**src/sv/owfs_pkg.sv**
```systemverilog
`timescale 1ns / 1ps

package owfs_pkg;

  localparam int StackDepth    = 64;
  localparam int MaxFrameBytes = 1024;
  localparam int SlotW         = (StackDepth > 1) ? $clog2(StackDepth) : 1;
  localparam int LenW          = 11;
  localparam int AddrW         = 16;
  localparam int CntW          = 8;
  localparam int ProdW         = SlotW + LenW;

  localparam logic [LenW-1:0]  FrameBytesReset = LenW'(512);
  localparam logic [LenW-1:0]  MaxLen          = LenW'(MaxFrameBytes);
  localparam logic [SlotW-1:0] LastSlot        = SlotW'(StackDepth - 1);
  localparam logic [CntW-1:0]  CntMax          = '1;

  typedef enum logic [1:0] {
    ST_DONE    = 2'd0,
    ST_IGNORED = 2'd1,
    ST_EMPTY   = 2'd2,
    ST_FAIL    = 2'd3
  } status_e;

  typedef enum logic {
    S_IDLE = 1'b0,
    S_EXEC = 1'b1
  } state_e;

  typedef enum logic {
    ACT_PUSH = 1'b0,
    ACT_POP  = 1'b1
  } action_e;

  typedef struct packed {
    status_e          status;
    logic [SlotW-1:0] slot_index;
    logic [AddrW-1:0] byte_address;
    logic [LenW-1:0]  popped_length;
    logic             dropped_oldest;
    logic [SlotW-1:0] occupancy;
    logic [CntW-1:0]  write_errors;
    logic [CntW-1:0]  read_errors;
  } result_t;

endpackage

```
**src/sv/overwrite_oldest_frame_stack_unit.sv**
```systemverilog
`timescale 1ns / 1ps

// An accepted word is captured together with the registered read of the length memory
// at the current top slot, executed in S_EXEC, and its result registered at the output.
// No new word is taken in S_EXEC or while a result is held by out_stall_i.
// Reset clears top, bottom, both error counters and the handshake state, and sets the
// frame size to 512; the length memory is not cleared and is valid once written.
module overwrite_oldest_frame_stack_unit (
  input  logic                            clk_i,
  input  logic                            rst_ni,
  input  logic                            cfg_we_i,
  input  logic [owfs_pkg::LenW-1:0]       cfg_wdata_i,
  input  logic                            in_valid_i,
  output logic                            in_stall_o,
  input  logic                            action_i,
  input  logic [owfs_pkg::LenW-1:0]       push_length_i,
  input  logic                            storage_failed_i,
  output logic                            out_valid_o,
  input  logic                            out_stall_i,
  output logic [1:0]                      status_o,
  output logic [owfs_pkg::SlotW-1:0]      slot_index_o,
  output logic [owfs_pkg::AddrW-1:0]      byte_address_o,
  output logic [owfs_pkg::LenW-1:0]       popped_length_o,
  output logic                            dropped_oldest_o,
  output logic [owfs_pkg::SlotW-1:0]      occupancy_o,
  output logic [owfs_pkg::CntW-1:0]       write_errors_o,
  output logic [owfs_pkg::CntW-1:0]       read_errors_o
);

  owfs_pkg::state_e state_q, state_d;

  logic [owfs_pkg::LenW-1:0]  frame_bytes_q;
  logic [owfs_pkg::SlotW-1:0] top_q, top_d;
  logic [owfs_pkg::SlotW-1:0] bottom_q, bottom_d;
  logic [owfs_pkg::CntW-1:0]  wr_err_q, wr_err_d;
  logic [owfs_pkg::CntW-1:0]  rd_err_q, rd_err_d;
  logic                       out_valid_q, out_valid_d;
  owfs_pkg::result_t          result_q, result_d;

  logic                       action_q;
  logic [owfs_pkg::LenW-1:0]  length_q;
  logic                       failed_q;

  logic [owfs_pkg::LenW-1:0]  mem [owfs_pkg::StackDepth];
  logic [owfs_pkg::LenW-1:0]  rd_data_q;
  logic                       wr_en;
  logic [owfs_pkg::SlotW-1:0] wr_addr;
  logic [owfs_pkg::LenW-1:0]  wr_data;

  logic                       accept;
  logic [owfs_pkg::SlotW-1:0] next_slot;
  logic [owfs_pkg::SlotW-1:0] prev_slot;
  logic [owfs_pkg::SlotW-1:0] addr_slot;
  logic [owfs_pkg::ProdW-1:0] product;
  logic                       len_ok;

  assign accept     = in_valid_i && !in_stall_o;
  assign in_stall_o = (state_q == owfs_pkg::S_EXEC) || (out_valid_q && out_stall_i);

  always_ff @(posedge clk_i) begin
    if (accept) begin
      rd_data_q <= mem[top_q];
      action_q  <= action_i;
      length_q  <= push_length_i;
      failed_q  <= storage_failed_i;
    end
    if (wr_en) begin
      mem[wr_addr] <= wr_data;
    end
  end

  assign next_slot = (top_q == owfs_pkg::LastSlot) ? '0 : top_q + 1'b1;
  assign prev_slot = (top_q == '0) ? owfs_pkg::LastSlot : top_q - 1'b1;
  assign len_ok    = (length_q != '0) && (length_q <= frame_bytes_q) &&
                     (length_q <= owfs_pkg::MaxLen);
  assign addr_slot = (action_q == owfs_pkg::ACT_PUSH) ? next_slot : top_q;
  assign product   = owfs_pkg::ProdW'(addr_slot) * owfs_pkg::ProdW'(frame_bytes_q);

  always_comb begin
    state_d     = state_q;
    top_d       = top_q;
    bottom_d    = bottom_q;
    wr_err_d    = wr_err_q;
    rd_err_d    = rd_err_q;
    result_d    = result_q;
    out_valid_d = out_valid_q && out_stall_i;
    wr_en       = 1'b0;
    wr_addr     = top_q;
    wr_data     = length_q;

    unique case (state_q)
      owfs_pkg::S_IDLE: begin
        if (accept) begin
          state_d = owfs_pkg::S_EXEC;
        end
      end
      owfs_pkg::S_EXEC: begin
        state_d                 = owfs_pkg::S_IDLE;
        out_valid_d             = 1'b1;
        result_d.status         = owfs_pkg::ST_DONE;
        result_d.slot_index     = '0;
        result_d.byte_address   = '0;
        result_d.popped_length  = '0;
        result_d.dropped_oldest = 1'b0;
        if (action_q == owfs_pkg::ACT_PUSH) begin
          if (!len_ok) begin
            result_d.status = owfs_pkg::ST_IGNORED;
          end else begin
            result_d.slot_index   = next_slot;
            result_d.byte_address = product[owfs_pkg::AddrW-1:0];
            if (failed_q) begin
              result_d.status = owfs_pkg::ST_FAIL;
              wr_err_d = (wr_err_q == owfs_pkg::CntMax) ? wr_err_q : wr_err_q + 1'b1;
            end else begin
              wr_err_d = '0;
              if (next_slot == bottom_q) begin
                bottom_d = (bottom_q == owfs_pkg::LastSlot) ? '0 : bottom_q + 1'b1;
                result_d.dropped_oldest = 1'b1;
              end
              top_d   = next_slot;
              wr_en   = 1'b1;
              wr_addr = next_slot;
              wr_data = length_q;
            end
          end
        end else begin
          if (top_q == bottom_q) begin
            result_d.status = owfs_pkg::ST_EMPTY;
          end else begin
            result_d.slot_index   = top_q;
            result_d.byte_address = product[owfs_pkg::AddrW-1:0];
            if (rd_data_q != '0) begin
              if (failed_q) begin
                result_d.status = owfs_pkg::ST_FAIL;
                rd_err_d = (rd_err_q == owfs_pkg::CntMax) ? rd_err_q : rd_err_q + 1'b1;
              end else begin
                result_d.popped_length = rd_data_q;
                rd_err_d = '0;
              end
            end
            wr_en   = 1'b1;
            wr_addr = top_q;
            wr_data = '0;
            top_d   = prev_slot;
          end
        end
        result_d.occupancy    = (top_d >= bottom_d) ? top_d - bottom_d :
                                owfs_pkg::SlotW'(owfs_pkg::StackDepth) + top_d - bottom_d;
        result_d.write_errors = wr_err_d;
        result_d.read_errors  = rd_err_d;
      end
      default: begin
        state_d = owfs_pkg::S_IDLE;
      end
    endcase
  end

  always_ff @(posedge clk_i or negedge rst_ni) begin
    if (!rst_ni) begin
      state_q       <= owfs_pkg::S_IDLE;
      frame_bytes_q <= owfs_pkg::FrameBytesReset;
      top_q         <= '0;
      bottom_q      <= '0;
      wr_err_q      <= '0;
      rd_err_q      <= '0;
      out_valid_q   <= 1'b0;
    end else begin
      state_q     <= state_d;
      top_q       <= top_d;
      bottom_q    <= bottom_d;
      wr_err_q    <= wr_err_d;
      rd_err_q    <= rd_err_d;
      out_valid_q <= out_valid_d;
      if (cfg_we_i) begin
        frame_bytes_q <= cfg_wdata_i;
      end
    end
  end

  always_ff @(posedge clk_i) begin
    result_q <= result_d;
  end

  assign out_valid_o      = out_valid_q;
  assign status_o         = result_q.status;
  assign slot_index_o     = result_q.slot_index;
  assign byte_address_o   = result_q.byte_address;
  assign popped_length_o  = result_q.popped_length;
  assign dropped_oldest_o = result_q.dropped_oldest;
  assign occupancy_o      = result_q.occupancy;
  assign write_errors_o   = result_q.write_errors;
  assign read_errors_o    = result_q.read_errors;

  a_accept_to_exec: assert property (@(posedge clk_i) disable iff (!rst_ni)
    accept |=> state_q == owfs_pkg::S_EXEC)
    else $error("accepted word did not enter execution");

  a_exec_gives_result: assert property (@(posedge clk_i) disable iff (!rst_ni)
    state_q == owfs_pkg::S_EXEC |=> out_valid_o)
    else $error("execution did not present a result");

  a_empty_occupancy: assert property (@(posedge clk_i) disable iff (!rst_ni)
    out_valid_o && status_o == owfs_pkg::ST_EMPTY |-> occupancy_o == '0)
    else $error("empty status with nonzero occupancy");

  a_drop_means_full: assert property (@(posedge clk_i) disable iff (!rst_ni)
    out_valid_o && dropped_oldest_o |-> occupancy_o == owfs_pkg::LastSlot)
    else $error("oldest frame dropped while stack not full");

endmodule

```
**config.mk**
```make
export PLATFORM = sky130hd
export DESIGN_NAME = overwrite_oldest_frame_stack_unit
export DESIGN_NICKNAME = d
export VERILOG_FILES = /design/src/sv/owfs_pkg.sv /design/src/sv/overwrite_oldest_frame_stack_unit.sv
export SDC_FILE = /design/constraint.sdc
export NUM_CORES = 1
export LEC_CHECK = 0
export ABC_AREA = 1
export ABC_CLOCK_PERIOD_IN_PS = 14300
export BUFFER_PORTS_ARGS = -buffer_cell sky130_fd_sc_hd__clkbuf_2
export CAP_MARGIN = 40
export CORE_MARGIN = 2
export CORE_UTILIZATION = 58
export CTS_CLUSTER_SIZE = 30
export DETAILED_ROUTE_END_ITERATION = 16
export PLACE_DENSITY = 0.73
export SYNTH_ARGS = -nofsm -noshare
export SYNTH_HDL_FRONTEND = slang
export SYNTH_SLANG_ARGS = --single-unit
```
**constraint.sdc**
```tcl
create_clock -name clk_i -period 14.3 [get_ports clk_i]
set_input_delay 2.86 -clock clk_i [delete_from_list [all_inputs] [get_ports clk_i]]
set_output_delay 2.86 -clock clk_i [all_outputs]
set_load 0.05 [all_outputs]
```
---- Word-level counts from Yosys, hierarchy flattened ----
Memories as Yosys holds them, arrays and structs flattened. A register that Yosys moved wholly into a read port is not among the register bits.
Index checks and enable logic that the tools add are counted.
storage, ports and cells
  bits in registers ....................... 112
  bits in latches ......................... 0
  RAM bits ................................ 704
  bits in read-only memories .............. 0
  input bits .............................. 29
  output and inout bits ................... 60
  logic and storage cells ................. 97
  memories ................................ 1
cells by class
  add/sub/neg operators ................... 6
  multiply operators ...................... 1
  divide/modulo/power cells ............... 0
  order comparisons ....................... 2
  equality and inequality tests ........... 6
  shifts and indexed selects .............. 0
  mux-type cells .......................... 48
  bitwise logic cells ..................... 4
  reduce and logical (&&, ||, !) cells .... 11
memory list
  name  depth  bits a word  read ports  clocked after Yosys merged registers in  wr ports  RTL line                                 source
  mem   64     11           1           1                                        1         overwrite_oldest_frame_stack_unit.sv:44  logic [owfs_pkg::LenW-1:0] mem [owfs_pkg::StackDepth];
operators by type and width
  operator                                                number
  two-way mux 6 bit                                       16
  two-way mux 8 bit                                       9
  two-way mux 11 bit                                      5
  two-way mux 33 bit                                      1
  two-way mux 24 bit                                      1
  two-way mux 22 bit                                      1
  nonzero test 11 bit                                     2
  adder 8 x 1 -> 8 bit, second input constant             2
  equality test 8 bit, second input constant              2
  multiplier 6 x 11 -> 16 bit                             1
  adder 6 x 1 -> 6 bit, second input constant             2
  equality test 6 bit                                     2
  equality test 6 bit, second input constant              2
  less-or-equal comparator 11 bit                         1
  less-or-equal comparator 11 bit, second input constant  1
  two-way mux 1 bit                                       10
  two-way mux 2 bit                                       4
  zero test 6 bit                                         1
  subtractor 6 x 1 -> 6 bit, second input constant        1
  subtractor 6 bit                                        1
  logical AND 1 bit                                       4
  NOT 1 bit                                               4
  OR reduction 4 bit                                      1
  OR reduction 3 bit                                      1
  other kinds (3)                                         3

---- Depth between registers and ports, before layout ----
  word-level depth ........................ 9
  mapped depth ............................ 28
  mapped depth without buffers ............ 27

---- Least setup slack after synthesis ----
No wires, ideal clock.
  path type ............................... input to output
  from .................................... in out_stall_i
  to ...................................... out in_stall_o
  arrival ................................. 3289 ps
  required time ........................... 11440 ps
  slack ................................... 8151 ps
  stages on the path ...................... 2
  path buffers ............................ 0
  cells stage by stage .................... nand2_1 nand2_1
on the way
  word-level cells in the longest chain between the ends .. 2
RTL lines
  what               RTL line                                 source
  from (decl)        overwrite_oldest_frame_stack_unit.sv:19  input logic out_stall_i,
  logical AND 1 bit  overwrite_oldest_frame_stack_unit.sv:58  assign in_stall_o = (state_q == owfs_pkg::S_EXEC) || (out_valid_q && out_stall_i);
  logical OR 1 bit   overwrite_oldest_frame_stack_unit.sv:58
  to (decl)          overwrite_oldest_frame_stack_unit.sv:14  output logic in_stall_o,
Every way passes these cells.

---- Worst setup path after layout ----
  from .................................... reg top_q[1] (netlist name)
  to ...................................... reg result_q (netlist bit byte_address_o[13]), data pin
on the way
  word-level cells in the longest chain between the ends .. 6
  elaborated cells on any way between the ends .. 9
  classes of those cells .................. add/sub (1); mul (1); eq/ne (2); mux (5)
RTL lines
  what                                                         RTL line                                                                            source
  from (decl)                                                  overwrite_oldest_frame_stack_unit.sv:33                                             logic [owfs_pkg::SlotW-1:0] top_q, top_d;
  from (signal assigned)                                       overwrite_oldest_frame_stack_unit.sv:169                                            top_q <= top_d;
  adder 6 x 1 -> 6 bit or equality test 6 bit (tied branches)  overwrite_oldest_frame_stack_unit.sv:72                                             assign next_slot = (top_q == owfs_pkg::LastSlot) ? '0 : top_q + 1'b1;
  two-way mux 6 bit                                            overwrite_oldest_frame_stack_unit.sv:72
  two-way mux 6 bit                                            overwrite_oldest_frame_stack_unit.sv:76                                             assign addr_slot = (action_q == owfs_pkg::ACT_PUSH) ? next_slot : top_q;
  multiplier 6 x 11 -> 16 bit                                  overwrite_oldest_frame_stack_unit.sv:77                                             assign product = owfs_pkg::ProdW'(addr_slot) * owfs_pkg::ProdW'(frame_bytes_q);
  two-way mux 22 bit or two-way mux 33 bit (tied branches)     overwrite_oldest_frame_stack_unit.sv:106, overwrite_oldest_frame_stack_unit.sv:127
  two-way mux 24 bit *                                         overwrite_oldest_frame_stack_unit.sv:105                                            if (action_q == owfs_pkg::ACT_PUSH) begin
  to (signal assigned)                                         overwrite_oldest_frame_stack_unit.sv:181                                            result_q <= result_d;
  to (decl)                                                    overwrite_oldest_frame_stack_unit.sv:38                                             owfs_pkg::result_t result_q, result_d;
Mark *: on every way between the ends. The rest lies on a longest branch, timed or not.
A chain may end at the register's enable or synchronous reset.

==> results by group <==
Run status
  • Status: finished, final reports clean

Die
  • IO Count: 89
  • FP Rows: 90
  • Die width: 252 microns
  • Core Box Area: 60,600 sq um
  • Initial Util: 59.0%
  • Die H: 252 microns
  • Die footprint: 63,600 sq um

CTS
  • Hold_buf cts: 0
  • Num CTS Buffers: 84
  • CTS tree: yes
  • Worst-skew pair later-pin latency: 0.64 ns
  • CTS H-tree depth: 3
  • CTS sink cnt: 827
  • Resize count post-CTS: 0
  • CTS Buffer Depth: 3
  • Buffers inserted by post-CTS timing repair: 0
  • Clock transition at the registers of the reported paths: 0.06 ns
  • Clk Tree Root Cell: clkbuf_16

Detailed routing
  • Wire per inst: 23.6 microns
  • Via density: 6.33
  • DRT iter0 DRCs: 3,258
  • Pre-Repair DR Iteration Count: 7
  • Routed Antenna Nets: 0
  • Post-route DRC: 0
  • Detailed Route WL: 92.7 mm
  • Vias after detailed routing: 24,800

Yosys
  • Area of the mapped netlist: 35,700 sq um
  • Number of library cell types mapped by synthesis: 45
  • Async SR Flop Fraction: 4.96%
  • Post-synthesis instance total: 2,967
  • EDFF count, synth: 786
  • Register area share after synthesis: 69.0%
  • Synthesized Nets: 3,078
  • Area share of the largest cell type after synthesis: 66.1%
  • Synth Flop Type: edfxtp_1
  • Seq cells post-synth: 827
  • Synth area leader: edfxtp_1
  • Avg Inst Size Synth: 12.0 sq um
  • Synth top area cells: edfxtp_1, o21ai_0, nor2_1
  • Syn. warnings: 0

Cells and area
  • Fraction of layout cells with a size suffix above 1: 11.1%
  • Final nets: 3,178
  • Register area: 24,600 sq um
  • # fillers: 4,355
  • Area occupied by multi-input gates: 9740 sq um
  • Area grow syn2layout: 12.6%
  • Finished Layout Cells: 3,923

Worst hold path
  • Worst Hold Class: reg -> reg
  • Hold-critical path depth: 2
  • Hold Crit Start: wr_err_q[5]
  • Worst Hold End: wr_err_q[5]

Worst setup path
  • CP endpoint kind: flip-flop
  • Worst reg2reg path endpoint: byte_address_o[13]
  • Critical path type: reg -> reg
  • Top delay family on crit path: adder cells
  • Most used cell, CP: nand2_1
  • Reg2Reg Setup Slack: 7.70 ns
  • WP data required: 14.66 ns
  • Critical path's slowest cell: dfrtp_4
  • CP arrival: 6.96 ns
  • CP cell instances: buf_4 > inv_4 > ha_1 > o21ai_0 > buf_4 > nor2_1 > fa_1 > inv_1 > fa_1 > fa_1 > inv_1 > ha_1 > nand2_1 > nand2_1 > nand2_1 > nand2_1 > nand2_1 > nand2_1 > a21oi_1 > o21ai_0 > a21oi_1 > xor2_1 > nor2_1
  • Startpoint types: flip-flop
  • Buf+Inv Stages, Crit Path: 5
  • Worst r2r src: top_q[1]
  • Critical Path Max Stage Delay: 0.85 ns
  • R2R depth: 23
  • Crit path max fanout: 75

Timing
  • Max Clock Skew: 0.0223 ns
  • RSZ-0062 raised after global routing: no
  • Final hold vios: 0
  • Final hold slack: 0.558 ns
  • Setup TNS Final: 0 ns
  • # setup viols final: 0
  • Pin slew with the least headroom to its limit: 0.893 ns
  • Slew headroom: 39.9%
  • Fin crit share: 46.2%
  • Crit path time final: 6.60 ns
  • Max Freq: 151 MHz
  • Setup ws final: 7.70 ns
  • Max Slew Vio Count: 0

Power and ir drop
  • Max VDD drop: 0.143 mV
  • P per Cell Area: 204 nW/um^2
  • Leakage: 14.3 nW
  • Pwr Total: 8.19 mW

Place
  • Place WS: 7.92 ns
  • Gpl congestion: 0.919
  • Placed insts: 3,763
  • DP HPWL: 55.6 mm
  • Port bufs: 88

Global routing
  • First-pass GRT wire length: 140 mm
  • Gr usage total: 29.1%
  • Largest net degree at the start of global routing: 152
  • GRT overflow: 0
  • Initial antenna violation count: 4
  • Number of global-route vias before repair: 23,900

Run
  • Max-cap violations: 0
## worst max-delay path by stage
stage                            from                  to  depth (start not counted)
after floorplan           out_stall_i          in_stall_o                          2
final                        top_q[1]  byte_address_o[13]                         23
after CTS                    top_q[1]  byte_address_o[13]                         23
after detailed placement     top_q[1]  byte_address_o[13]                         23
after global routing         top_q[1]  byte_address_o[13]                         23
after global placement       top_q[1]  byte_address_o[13]                         23
## sequential cells by signal, summed over array words and instances (netlist names), 11 cells and up
| register | cells |
|---|---|
| mem | 704 |
| byte_address_o | 16 |
| frame_bytes_q | 11 |
| length_q | 11 |
| popped_length_o | 11 |
| rd_data_q | 11 |
## routing by layer
metal | track usage (%) | vias up | wire (microns)
met3 | 5.92 | 274 | 9010
li1 | - | 11000 | -
met1 | 38.4 | 12100 | 35300
met4 | 12.9 | 6 | 4390
met5 | 0 | - | 31
met2 | 47.3 | 1475 | 44000
## power breakdown
group	internal, mW	switching, mW	leakage (nW)	total, mW
combinational	0.871	2.16	5.34	3.03
sequential	2.84	0.124	7.67	2.96
clock	1.28	0.914	1.34	2.20
total	4.99	3.20	14.3	8.19
## metrics by stage
stage,utilization (%),instance area (sq um)
finish,66.4,40200
global route,66.4,40200
CTS,66.4,40200
detailed placement,61.8,37500
global placement,60.6,36700
floorplan,-,35700
## cell usage after synthesis, types with 7 or more instances
| library cell | number |
|---|---|
| edfxtp_1 | 786 |
| nor2_1 | 515 |
| o21ai_0 | 388 |
| nand2_1 | 274 |
| nand3_1 | 180 |
| inv_1 | 166 |
| o221ai_1 | 160 |
| clkbuf_1 | 140 |
| a21oi_1 | 67 |
| ha_1 | 45 |
| dfrtp_1 | 40 |
| fa_1 | 37 |
| buf_1 | 22 |
| o22ai_1 | 20 |
| nand4_1 | 19 |
| xor2_1 | 15 |
| buf_2 | 12 |
| nor3_1 | 11 |
| a211oi_1 | 10 |
| nand2_2 | 7 |
## cells by family after synthesis
family | share of synthesized area (%)
AND/OR/NAND/NOR | 11.8
flip-flops | 69.0
AO/OA/AOI/OAI | 11.3
buffers and inverters | 3.78
adder cells (fa/ha/maj) | 3.65
XOR/XNOR | 0.561
multiplexers | 0.0280
## final cells by class
cell class / instances / share of cell area, %
repair buffers: 192 / 3.56
well taps: 782 / 2.43
multi-input cells: 1788 / 24.2
diodes: 3 / 0.0187
clock inverters: 46 / 1.13
inverters: 174 / 1.65
flip-flops and latches: 827 / 61.3
clock buffers: 111 / 5.74
## cell usage in the layout (no fill, tap or decap), drive strengths merged, types with 19 or more instances in the layout
cell	instances
a21oi	68
buf	104
clkbuf	199
clkinv	37
dfrtp	40
edfxtp	786
fa	37
ha	45
inv	171
nand2	283
nand3	180
nand4	19
nor2	519
o21ai	391
o221ai	160
o22ai	20
## worst reg2reg max path, delay by kind of cell, from the launching register on
family	cells	cell delay [ns]
simple gates	8	0.59
buf+inv	5	1.58
compound gates	4	0.81
fa+ha+maj	5	2.33
flops	1	0.85
xor+xnor	1	0.17
No activity file was read; power rests on OpenSTA's default activity.
